$ cat config.mk
export PLATFORM = sky130hd
export DESIGN_NAME = box_shell_refinement_level
export DESIGN_NICKNAME = d
export VERILOG_FILES = /design/src/sv/bsrl_pkg.sv /design/src/sv/bsrl_shell_tab.sv /design/src/sv/box_shell_refinement_level.sv
export SDC_FILE = /design/constraint.sdc
export NUM_CORES = 2
export LEC_CHECK = 0
export BUFFER_PORTS_ARGS = -buffer_cell sky130_fd_sc_hd__buf_2
export CORE_ASPECT_RATIO = 1.2
export CORE_MARGIN = 2
export CORE_UTILIZATION = 45
export CTS_CLUSTER_SIZE = 8
export DETAILED_ROUTE_END_ITERATION = 8
export PLACE_DENSITY = 0.64
export RECOVER_POWER = 25
export SLEW_MARGIN = 10
export SYNTH_ARGS = -nofsm -noshare
export SYNTH_HDL_FRONTEND = slang
export SYNTH_SLANG_ARGS = --single-unit
$ cat constraint.sdc
create_clock -name clk -period 9.7 [get_ports clk]
set_input_delay 0.485 -clock clk [delete_from_list [all_inputs] [get_ports clk]]
set_output_delay 0.485 -clock clk [all_outputs]
set_load 0.02 [all_outputs]
$ cat src/sv/bsrl_pkg.sv
// Shared widths, types and codes for the box versus shell refinement classifier.
package bsrl_pkg;

	localparam int COORD_W = 24;              // signed Q12.12 coordinate
	localparam int DIFF_W  = COORD_W + 1;     // coordinate difference / magnitude
	localparam int RAD_W   = 23;              // unsigned Q11.12 radius
	localparam int LVL_W   = 5;               // signed refinement level
	localparam int BLK_W   = 4;               // unsigned block level
	localparam int SIDX_W  = 3;               // shell index field
	localparam int CNT_W   = 5;               // shell count, wide enough for the table depth
	localparam int SQ_W    = 2 * DIFF_W;      // squared distance and sums of three squares

	// register indexes
	localparam logic [2:0] REG_CENTER_X      = 3'd0;
	localparam logic [2:0] REG_CENTER_Y      = 3'd1;
	localparam logic [2:0] REG_CENTER_Z      = 3'd2;
	localparam logic [2:0] REG_FILLED_RADIUS = 3'd3;
	localparam logic [2:0] REG_FILLED_LEVEL  = 3'd4;
	localparam logic [2:0] REG_SHELL_COUNT   = 3'd5;

	// item opcodes
	localparam logic OP_LOAD     = 1'b0;
	localparam logic OP_CLASSIFY = 1'b1;

	// action codes
	localparam logic signed [1:0] ACT_COARSEN = -2'sd1;
	localparam logic signed [1:0] ACT_KEEP    = 2'sd0;
	localparam logic signed [1:0] ACT_REFINE  = 2'sd1;

	// level when no region touches the box
	localparam logic signed [LVL_W-1:0] LVL_NONE = LVL_W'(-1);

	// Table write request, one load item
	typedef struct packed {
		logic                    en;
		logic [SIDX_W-1:0]       idx;
		logic [RAD_W-1:0]        inner;
		logic [RAD_W-1:0]        outer;
		logic signed [LVL_W-1:0] level;
	} shell_wr_t;

	// One shell table entry
	typedef struct packed {
		logic [RAD_W-1:0]        inner;
		logic [RAD_W-1:0]        outer;
		logic signed [LVL_W-1:0] level;
	} shell_entry_t;

endpackage

$ cat src/sv/bsrl_shell_tab.sv
// Shell table: inner radius, outer radius and level per entry, loaded by load items.
module bsrl_shell_tab import bsrl_pkg::*; #(
	parameter int MAX_SHELLS = 8,
	parameter int IW = (MAX_SHELLS > 1) ? $clog2(MAX_SHELLS) : 1
) (
	input  logic         clk,
	input  shell_wr_t    wr,
	input  logic [IW-1:0] rd_idx,
	output shell_entry_t rd_entry
);

	localparam int XW = (IW > SIDX_W) ? IW : SIDX_W;

	shell_entry_t  tab_q [MAX_SHELLS];
	logic [XW-1:0] wr_idx_x;
	logic          wr_in_range;

	// Loads beyond the table depth are dropped
	assign wr_idx_x    = XW'(wr.idx);
	assign wr_in_range = (CNT_W'(wr.idx) < CNT_W'(MAX_SHELLS));

	always_ff @(posedge clk) begin
		if (wr.en && wr_in_range) begin
			tab_q[wr_idx_x[IW-1:0]] <= '{inner: wr.inner, outer: wr.outer, level: wr.level};
		end
	end

	assign rd_entry = tab_q[rd_idx];

endmodule

$ cat src/sv/box_shell_refinement_level.sv
// Top level: box versus filled ball and spherical shells, answers coarsen, keep or refine.
//
//  channel | handshake              | payload
//  --------+------------------------+---------------------------------------------------
//  in      | in_valid / in_ready    | op, shell_index, shell_inner, shell_outer,
//          |                        | shell_level, block_level, x/y/z_min, x/y/z_max
//  out     | out_valid / out_ready  | refine_action, wanted_level
//  cfg     | cfg_valid / cfg_ready  | cfg_index, cfg_data
//
// A load item gives no result and leaves the block in IDLE, so in_ready stays high.
// A classify item runs 7 + 2*N squarings through one 25x25 squaring unit (N = shell count,
// clamped to MAX_SHELLS), then drains through the pipeline and writes the output register;
// in_ready stays low from acceptance until then, so classifies do not overlap.
// A finished item waits in FIN only while the output register still holds an unread result.
// cfg_ready is always high; reset loads the configuration defaults, not the shell table.
module box_shell_refinement_level import bsrl_pkg::*; #(
	parameter int MAX_SHELLS = 8
) (
	input  logic                      clk,
	input  logic                      arst_n,
	// item input
	input  logic                      in_valid,
	output logic                      in_ready,
	input  logic                      op,
	input  logic [SIDX_W-1:0]         shell_index,
	input  logic [RAD_W-1:0]          shell_inner,
	input  logic [RAD_W-1:0]          shell_outer,
	input  logic signed [LVL_W-1:0]   shell_level,
	input  logic [BLK_W-1:0]          block_level,
	input  logic signed [COORD_W-1:0] x_min,
	input  logic signed [COORD_W-1:0] x_max,
	input  logic signed [COORD_W-1:0] y_min,
	input  logic signed [COORD_W-1:0] y_max,
	input  logic signed [COORD_W-1:0] z_min,
	input  logic signed [COORD_W-1:0] z_max,
	// result output
	output logic                      out_valid,
	input  logic                      out_ready,
	output logic signed [1:0]         refine_action,
	output logic signed [LVL_W-1:0]   wanted_level,
	// configuration writes
	input  logic                      cfg_valid,
	output logic                      cfg_ready,
	input  logic [2:0]                cfg_index,
	input  logic [COORD_W-1:0]        cfg_data
);

	localparam int IW = (MAX_SHELLS > 1) ? $clog2(MAX_SHELLS) : 1;

	// squaring step kinds
	localparam logic [2:0] K_NEAR  = 3'd0;
	localparam logic [2:0] K_FAR   = 3'd1;
	localparam logic [2:0] K_FILL  = 3'd2;
	localparam logic [2:0] K_INNER = 3'd3;
	localparam logic [2:0] K_OUTER = 3'd4;

	// sequencer states
	localparam logic [1:0] ST_IDLE = 2'd0;
	localparam logic [1:0] ST_RUN  = 2'd1;
	localparam logic [1:0] ST_WAIT = 2'd2;
	localparam logic [1:0] ST_FIN  = 2'd3;

	// configuration registers
	logic signed [COORD_W-1:0] center_x_q, center_y_q, center_z_q;
	logic [RAD_W-1:0]          fill_rad_q;
	logic signed [LVL_W-1:0]   fill_lvl_q;
	logic [3:0]                sh_count_q;

	// captured classify item
	logic [BLK_W-1:0]          blk_lvl_q;
	logic signed [COORD_W-1:0] lo_q [3];
	logic signed [COORD_W-1:0] hi_q [3];

	// sequencer
	logic [1:0]    state_q;
	logic [2:0]    kind_q;
	logic [1:0]    axis_q;
	logic [IW-1:0] sh_q;
	logic [CNT_W-1:0] n_shells;
	logic          issue, issue_last;

	// pipeline
	logic              v_s1, v_s2, last_s1, last_s2;
	logic [2:0]        kind_s1, kind_s2;
	logic [DIFF_W-1:0] mag_s1;
	logic [SQ_W-1:0]   prod_s2;
	logic signed [LVL_W-1:0] lvl_s1, lvl_s2;

	// accumulators
	logic [SQ_W-1:0]         min2_q, max2_q;
	logic                    hit_in_q;
	logic signed [LVL_W-1:0] desired_q;

	// output register
	logic                    out_valid_q;
	logic [1:0]              act_q;
	logic signed [LVL_W-1:0] dlvl_q;

	logic         in_acc;
	shell_wr_t    sh_wr;
	shell_entry_t sh_rd;

	assign in_ready  = (state_q == ST_IDLE);
	assign in_acc    = in_valid && in_ready;
	assign cfg_ready = 1'b1;

	// configuration writes
	always_ff @(posedge clk or negedge arst_n) begin
		if (!arst_n) begin
			center_x_q <= '0;
			center_y_q <= '0;
			center_z_q <= '0;
			fill_rad_q <= RAD_W'(8192);
			fill_lvl_q <= LVL_W'(1);
			sh_count_q <= '0;
		end else if (cfg_valid && cfg_ready) begin
			case (cfg_index)
				REG_CENTER_X:      center_x_q <= cfg_data;
				REG_CENTER_Y:      center_y_q <= cfg_data;
				REG_CENTER_Z:      center_z_q <= cfg_data;
				REG_FILLED_RADIUS: fill_rad_q <= cfg_data[RAD_W-1:0];
				REG_FILLED_LEVEL:  fill_lvl_q <= cfg_data[LVL_W-1:0];
				REG_SHELL_COUNT:   sh_count_q <= cfg_data[3:0];
				default: ;
			endcase
		end
	end

	// shell table
	assign sh_wr = '{en: in_acc && (op == OP_LOAD), idx: shell_index,
		inner: shell_inner, outer: shell_outer, level: shell_level};

	bsrl_shell_tab #(.MAX_SHELLS(MAX_SHELLS), .IW(IW)) u_tab (
		.clk      (clk),
		.wr       (sh_wr),
		.rd_idx   (sh_q),
		.rd_entry (sh_rd)
	);

	// capture classify box
	always_ff @(posedge clk) begin
		if (in_acc && (op == OP_CLASSIFY)) begin
			blk_lvl_q <= block_level;
			lo_q[0]   <= x_min;
			hi_q[0]   <= x_max;
			lo_q[1]   <= y_min;
			hi_q[1]   <= y_max;
			lo_q[2]   <= z_min;
			hi_q[2]   <= z_max;
		end
	end

	// shells in use, clamped to the table depth
	assign n_shells = (CNT_W'(sh_count_q) > CNT_W'(MAX_SHELLS)) ?
		CNT_W'(MAX_SHELLS) : CNT_W'(sh_count_q);

	assign issue      = (state_q == ST_RUN);
	assign issue_last = ((kind_q == K_FILL) && (n_shells == '0)) ||
		((kind_q == K_OUTER) && (CNT_W'(sh_q) == n_shells - CNT_W'(1)));

	// sequencer
	always_ff @(posedge clk or negedge arst_n) begin
		if (!arst_n) begin
			state_q <= ST_IDLE;
			kind_q  <= K_NEAR;
			axis_q  <= '0;
			sh_q    <= '0;
		end else begin
			case (state_q)
				ST_IDLE: begin
					if (in_acc && (op == OP_CLASSIFY)) begin
						state_q <= ST_RUN;
						kind_q  <= K_NEAR;
						axis_q  <= '0;
						sh_q    <= '0;
					end
				end
				ST_RUN: begin
					if (issue_last) begin
						state_q <= ST_WAIT;
					end else begin
						case (kind_q)
							K_NEAR: begin
								if (axis_q == 2'd2) begin
									kind_q <= K_FAR;
									axis_q <= '0;
								end else begin
									axis_q <= axis_q + 2'd1;
								end
							end
							K_FAR: begin
								if (axis_q == 2'd2) begin
									kind_q <= K_FILL;
								end else begin
									axis_q <= axis_q + 2'd1;
								end
							end
							K_FILL:  kind_q <= K_INNER;
							K_INNER: kind_q <= K_OUTER;
							K_OUTER: begin
								kind_q <= K_INNER;
								sh_q   <= sh_q + IW'(1);
							end
							default: kind_q <= K_NEAR;
						endcase
					end
				end
				ST_WAIT: begin
					if (v_s2 && last_s2) begin
						state_q <= ST_FIN;
					end
				end
				ST_FIN: begin
					if (!out_valid_q || out_ready) begin
						state_q <= ST_IDLE;
					end
				end
				default: state_q <= ST_IDLE;
			endcase
		end
	end

	// operand selection: per-axis offsets, radii
	logic signed [COORD_W-1:0] cen, lo, hi;
	logic signed [DIFF_W-1:0]  d_lo, d_hi;
	logic [DIFF_W-1:0]         a_lo, a_hi, near_mag, far_mag, mag;

	always_comb begin
		case (axis_q)
			2'd0:    cen = center_x_q;
			2'd1:    cen = center_y_q;
			default: cen = center_z_q;
		endcase
		lo = (axis_q == 2'd3) ? lo_q[0] : lo_q[axis_q];
		hi = (axis_q == 2'd3) ? hi_q[0] : hi_q[axis_q];
		d_lo = DIFF_W'(lo) - DIFF_W'(cen);
		d_hi = DIFF_W'(cen) - DIFF_W'(hi);
		a_lo = d_lo[DIFF_W-1] ? DIFF_W'(-d_lo) : DIFF_W'(d_lo);
		a_hi = d_hi[DIFF_W-1] ? DIFF_W'(-d_hi) : DIFF_W'(d_hi);
		// nearest: below the box, above it, or inside
		if (!d_lo[DIFF_W-1] && (d_lo != '0)) begin
			near_mag = DIFF_W'(d_lo);
		end else if (!d_hi[DIFF_W-1] && (d_hi != '0)) begin
			near_mag = DIFF_W'(d_hi);
		end else begin
			near_mag = '0;
		end
		far_mag = (a_lo > a_hi) ? a_lo : a_hi;
		case (kind_q)
			K_NEAR:  mag = near_mag;
			K_FAR:   mag = far_mag;
			K_FILL:  mag = DIFF_W'(fill_rad_q);
			K_INNER: mag = DIFF_W'(sh_rd.inner);
			K_OUTER: mag = DIFF_W'(sh_rd.outer);
			default: mag = '0;
		endcase
	end

	// pipeline valid bits
	always_ff @(posedge clk or negedge arst_n) begin
		if (!arst_n) begin
			v_s1 <= 1'b0;
			v_s2 <= 1'b0;
		end else begin
			v_s1 <= issue;
			v_s2 <= v_s1;
		end
	end

	// stage 1: operand register; stage 2: shared squaring unit
	always_ff @(posedge clk) begin
		kind_s1 <= kind_q;
		last_s1 <= issue_last;
		mag_s1  <= mag;
		lvl_s1  <= sh_rd.level;
		kind_s2 <= kind_s1;
		last_s2 <= last_s1;
		prod_s2 <= SQ_W'(mag_s1) * SQ_W'(mag_s1);
		lvl_s2  <= lvl_s1;
	end

	// accumulate squared distances, test regions, keep the largest level
	always_ff @(posedge clk) begin
		if (in_acc && (op == OP_CLASSIFY)) begin
			min2_q    <= '0;
			max2_q    <= '0;
			hit_in_q  <= 1'b0;
			desired_q <= LVL_NONE;
		end else if (v_s2) begin
			case (kind_s2)
				K_NEAR: min2_q <= min2_q + prod_s2;
				K_FAR:  max2_q <= max2_q + prod_s2;
				K_FILL: begin
					if ((min2_q <= prod_s2) && (fill_lvl_q > desired_q)) begin
						desired_q <= fill_lvl_q;
					end
				end
				K_INNER: hit_in_q <= (max2_q >= prod_s2);
				K_OUTER: begin
					if (hit_in_q && (min2_q <= prod_s2) && (lvl_s2 > desired_q)) begin
						desired_q <= lvl_s2;
					end
				end
				default: ;
			endcase
		end
	end

	// output register
	logic [1:0] act;
	always_comb begin
		if (desired_q[LVL_W-1]) begin
			act = ACT_COARSEN;
		end else if (LVL_W'(blk_lvl_q) < desired_q[LVL_W-1:0]) begin
			act = ACT_REFINE;
		end else if (LVL_W'(blk_lvl_q) > desired_q[LVL_W-1:0]) begin
			act = ACT_COARSEN;
		end else begin
			act = ACT_KEEP;
		end
	end

	always_ff @(posedge clk or negedge arst_n) begin
		if (!arst_n) begin
			out_valid_q <= 1'b0;
		end else if ((state_q == ST_FIN) && (!out_valid_q || out_ready)) begin
			out_valid_q <= 1'b1;
		end else if (out_ready) begin
			out_valid_q <= 1'b0;
		end
	end

	always_ff @(posedge clk) begin
		if ((state_q == ST_FIN) && (!out_valid_q || out_ready)) begin
			act_q  <= act;
			dlvl_q <= desired_q;
		end
	end

	assign out_valid     = out_valid_q;
	assign refine_action = act_q;
	assign wanted_level  = dlvl_q;

endmodule

==> flow_summary_export.csv <==
group,metric,value,unit
status,status,"finished, final reports clean",
floorplanning,boundaryPins,245,
synth,ys_ff_latch,878,
clocking,cts_made_buffers,121,
timing,fmax,116.0,MHz
critical_path,rrSetupSlack,1080,ps
floorplanning,die-height,413.0,um
timing,relSlewSlack,17.27,%
critical_path,critical_path_class,"flip-flop to flip-flop",
route,totalWireLength,170.3,mm
floorplanning,die_area,0.1424,mm2
timing,tns,0,ps
clocking,cts_tree,"done",
job,cap_violations,0,
clocking,clockRootBuffer,"clkbuf_16",
critical_path,max_stage_delay,960,ps
synth,synthSimpleGateAreaFrac,9.626,%
critical_path,r2r_start,"axis_q[1]",
synth,ys.flop_type,"edfxtp_1",
synth,synth_area_per_cell,11.04,um2
synth,syn_inst,5683,
finish,drive_gt1_share,11.24,%
route,vias_per_cell,5.496,
timing,holdWs,38.25,ps
critical_path,crit_arrival,9290,ps
global_route,globalRoute.totalOverflow,0,
clocking,insertion_delay,770,ps
timing,setup_viol,0,
synth,synth_compound_area_share,10.48,%
clocking,post_cts_resized,0,
critical_path,worst_setup_path_start_kind,"flip-flop",
global_route,grt_pass1_wl,265.1,mm
route,dr.pass1.iters,5,
finish,fin_area,0.07165,mm2
route,drt_iter0_markers,2742,
global_route,grt_max_degree,89,
min_path,hold_path_class,"input pin to flip-flop",
synth,ys_top_cells_by_area,"edfxtp_1 (27%), fa_1 (15%), ha_1 (9.4%), dfxtp_1 (6.3%), inv_1 (4.6%)",
timing,skew,101.0,ps
synth,synth.top_cells.by_count,"inv_1 (771), edfxtp_1 (563), ha_1 (473)",
synth,synth_area,0.06272,mm2
floorplanning,die_x,344.8,um
floorplanning,start_util,45.16,%
synth,synth_mux_area_share,8.451,%
route,drc,0,
critical_path,critPathCaptureType,"flip-flop",
synth,synthAdderAreaFrac,24.41,%
critical_path,path_max_fanout,34,
synth,synth_top_area_share,26.96,%
synth,yosysMostFrequentCell,"inv_1",
timing,finalHoldViolations,0,
clocking,cts_buffer_depth,3,
synth,synth_top_family_by_area,"adder cells",
global_route,grt_pass1_vias,46570,
critical_path,crit_start,"axis_q[1]",
floorplanning,rows,150,
synth,synth_edf_count,563,
placement,portBuffers,243,
global_route,grt_usage,24.34,%
synth,yosysTopAreaCell,"edfxtp_1",
floorplanning,coreArea,0.1389,mm2
route,vias,44177,
finish,nets,7292,
timing,finalCriticalPeriod,8624,ps
placement,place_congestion,0.9549,
global_route,grt_antenna_before_repair,20,
synth,async_flop_share,13.33,%
route,wl_per_cell,21.19,um
clocking,htree_levels,3,
finish,syn_to_final_growth,14.25,%
critical_path,cp_slowest_cell,"nor2_1",
synth,syn-num-nets,6859,
synth,ys_warn_count,0,
timing,grt_setup_unrepaired,"false",
timing,period_share,88.91,%
placement,dp_hpwl,124.4,mm
placement,place_area,0.06611,mm2
route,ant_nets,0,
synth,yosysUniqueCellTypes,101,
timing,finalMaxSlewViolations,0,
synth,synth_xor_area_share,3.156,%
clocking,clock_sinks,878,
critical_path,cp.required,10360,ps
synth,yosysSeqAreaShare,37.95,%
clocking,clk_pin_slew,60,ps
timing,tightest_slew,1232,ps
clocking,postCtsSetupBuffers,0,
min_path,hold_start,"cfg_data[16]",
## sequential cells by signal (all words and copies together) (netlist names), 3 cells and up
name / count
blk_lvl_q: 4
center_x_q: 24
center_y_q: 24
center_z_q: 24
desired_q: 5
fill_lvl_q: 5
fill_rad_q: 23
hi_q: 72
kind_q: 3
kind_s1: 3
kind_s2: 3
lo_q: 72
lvl_s1: 5
lvl_s2: 5
mag_s1: 25
max2_q: 50
min2_q: 50
prod_s2: 49
sh_count_q: 4
sh_q: 3
u_tab.tab_q: 408
wanted_level: 5
## through the flow
| stage | utilization (%) | setup WS (ps) | std cells |
|---|---|---|---|
| after floorplan | - | 2213 | 5683 |
| after global placement | 47.60 | 1378 | 7614 |
| after detailed placement | 47.60 | 1302 | 7614 |
| after CTS | 51.64 | 1277 | 8032 |
| after global routing | 51.59 | 588.0 | 8037 |
| final | 51.59 | 1076 | 8038 |
## final cells by class
type	count	area [um2]
Antenna cell	6	15.01
Timing Repair Buffer	514	3705
Clock inverter	10	214.0
Fill cell	12289	67230
Clock buffer	205	3363
Multi-Input combinational cell	3821	35320
Tap cell	1824	2282
Inverter	780	2935
Sequential cell	878	23820
## placed cells by master (no fill, tap or decap), types with 102 or more instances in the layout
cell type / netlist / final
xnor2_1: 166 / 166
mux4_2: 102 / 102
o21ai_0: 209 / 209
mux2_2: 139 / 139
dfrtp_1: 115 / 110
a211oi_1: 104 / 104
fa_1: 468 / 468
buf_2: 4 / 176
dfxtp_1: 198 / 198
nor2_1: 339 / 332
mux2i_1: 138 / 138
dlygate4sd3_1: 0 / 203
a21oi_1: 314 / 314
nand2_1: 365 / 365
clkbuf_16: 0 / 121
ha_1: 473 / 473
and2_1: 148 / 147
clkbuf_1: 167 / 147
inv_1: 771 / 770
edfxtp_1: 563 / 563
## worst max-delay path, delay by kind of cell (launching register included)
family | cells | cell delay, ps
flip-flops | 1 | 670
XOR/XNOR | 1 | 160
AND/OR/NAND/NOR | 8 | 2990
adder cells (fa/ha/maj) | 4 | 1280
AO/OA/AOI/OAI | 10 | 2670
buffers and inverters | 3 | 730
## what timing repair did
item                                    4_1_cts  5_1_grt
endpoints found under the setup margin        0        0
hold buffers                                203        0
hold endpoints to repair                    613        0
## per-layer routing
layer	vias to the layer above	share of wire, %	global-route usage (%)	wire [um]
li1	20571	-	-	-
met1	22045	40	29.84	68790
met2	1199	50	42.63	85210
met4	26	4.5	10.28	7591
met5	-	0.097	0	165
met3	336	5.0	3.615	8576
## kinds of logic after synthesis
| logic type | after synthesis |
|---|---|
| mux | 382 |
| simple gates | 1248 |
| compound gates | 1025 |
| buf+inv | 984 |
| flops | 878 |
| xor+xnor | 222 |
| other cells | 1 |
| fa+ha+maj | 943 |
## final timing paths
check / end / cells after the start
max reg2reg: mag_s1[21] / 26
min: fill_rad_q[16] / 2
max: mag_s1[21] / 26
max in group asynchronous: sh_q[2] / 3
min reg2reg: lvl_s2[1] / 0
min in group asynchronous: center_y_q[19] / 2
Power is not shown: default switching activity piles up to over one toggle a cycle in this logic, so the estimate is an artifact.
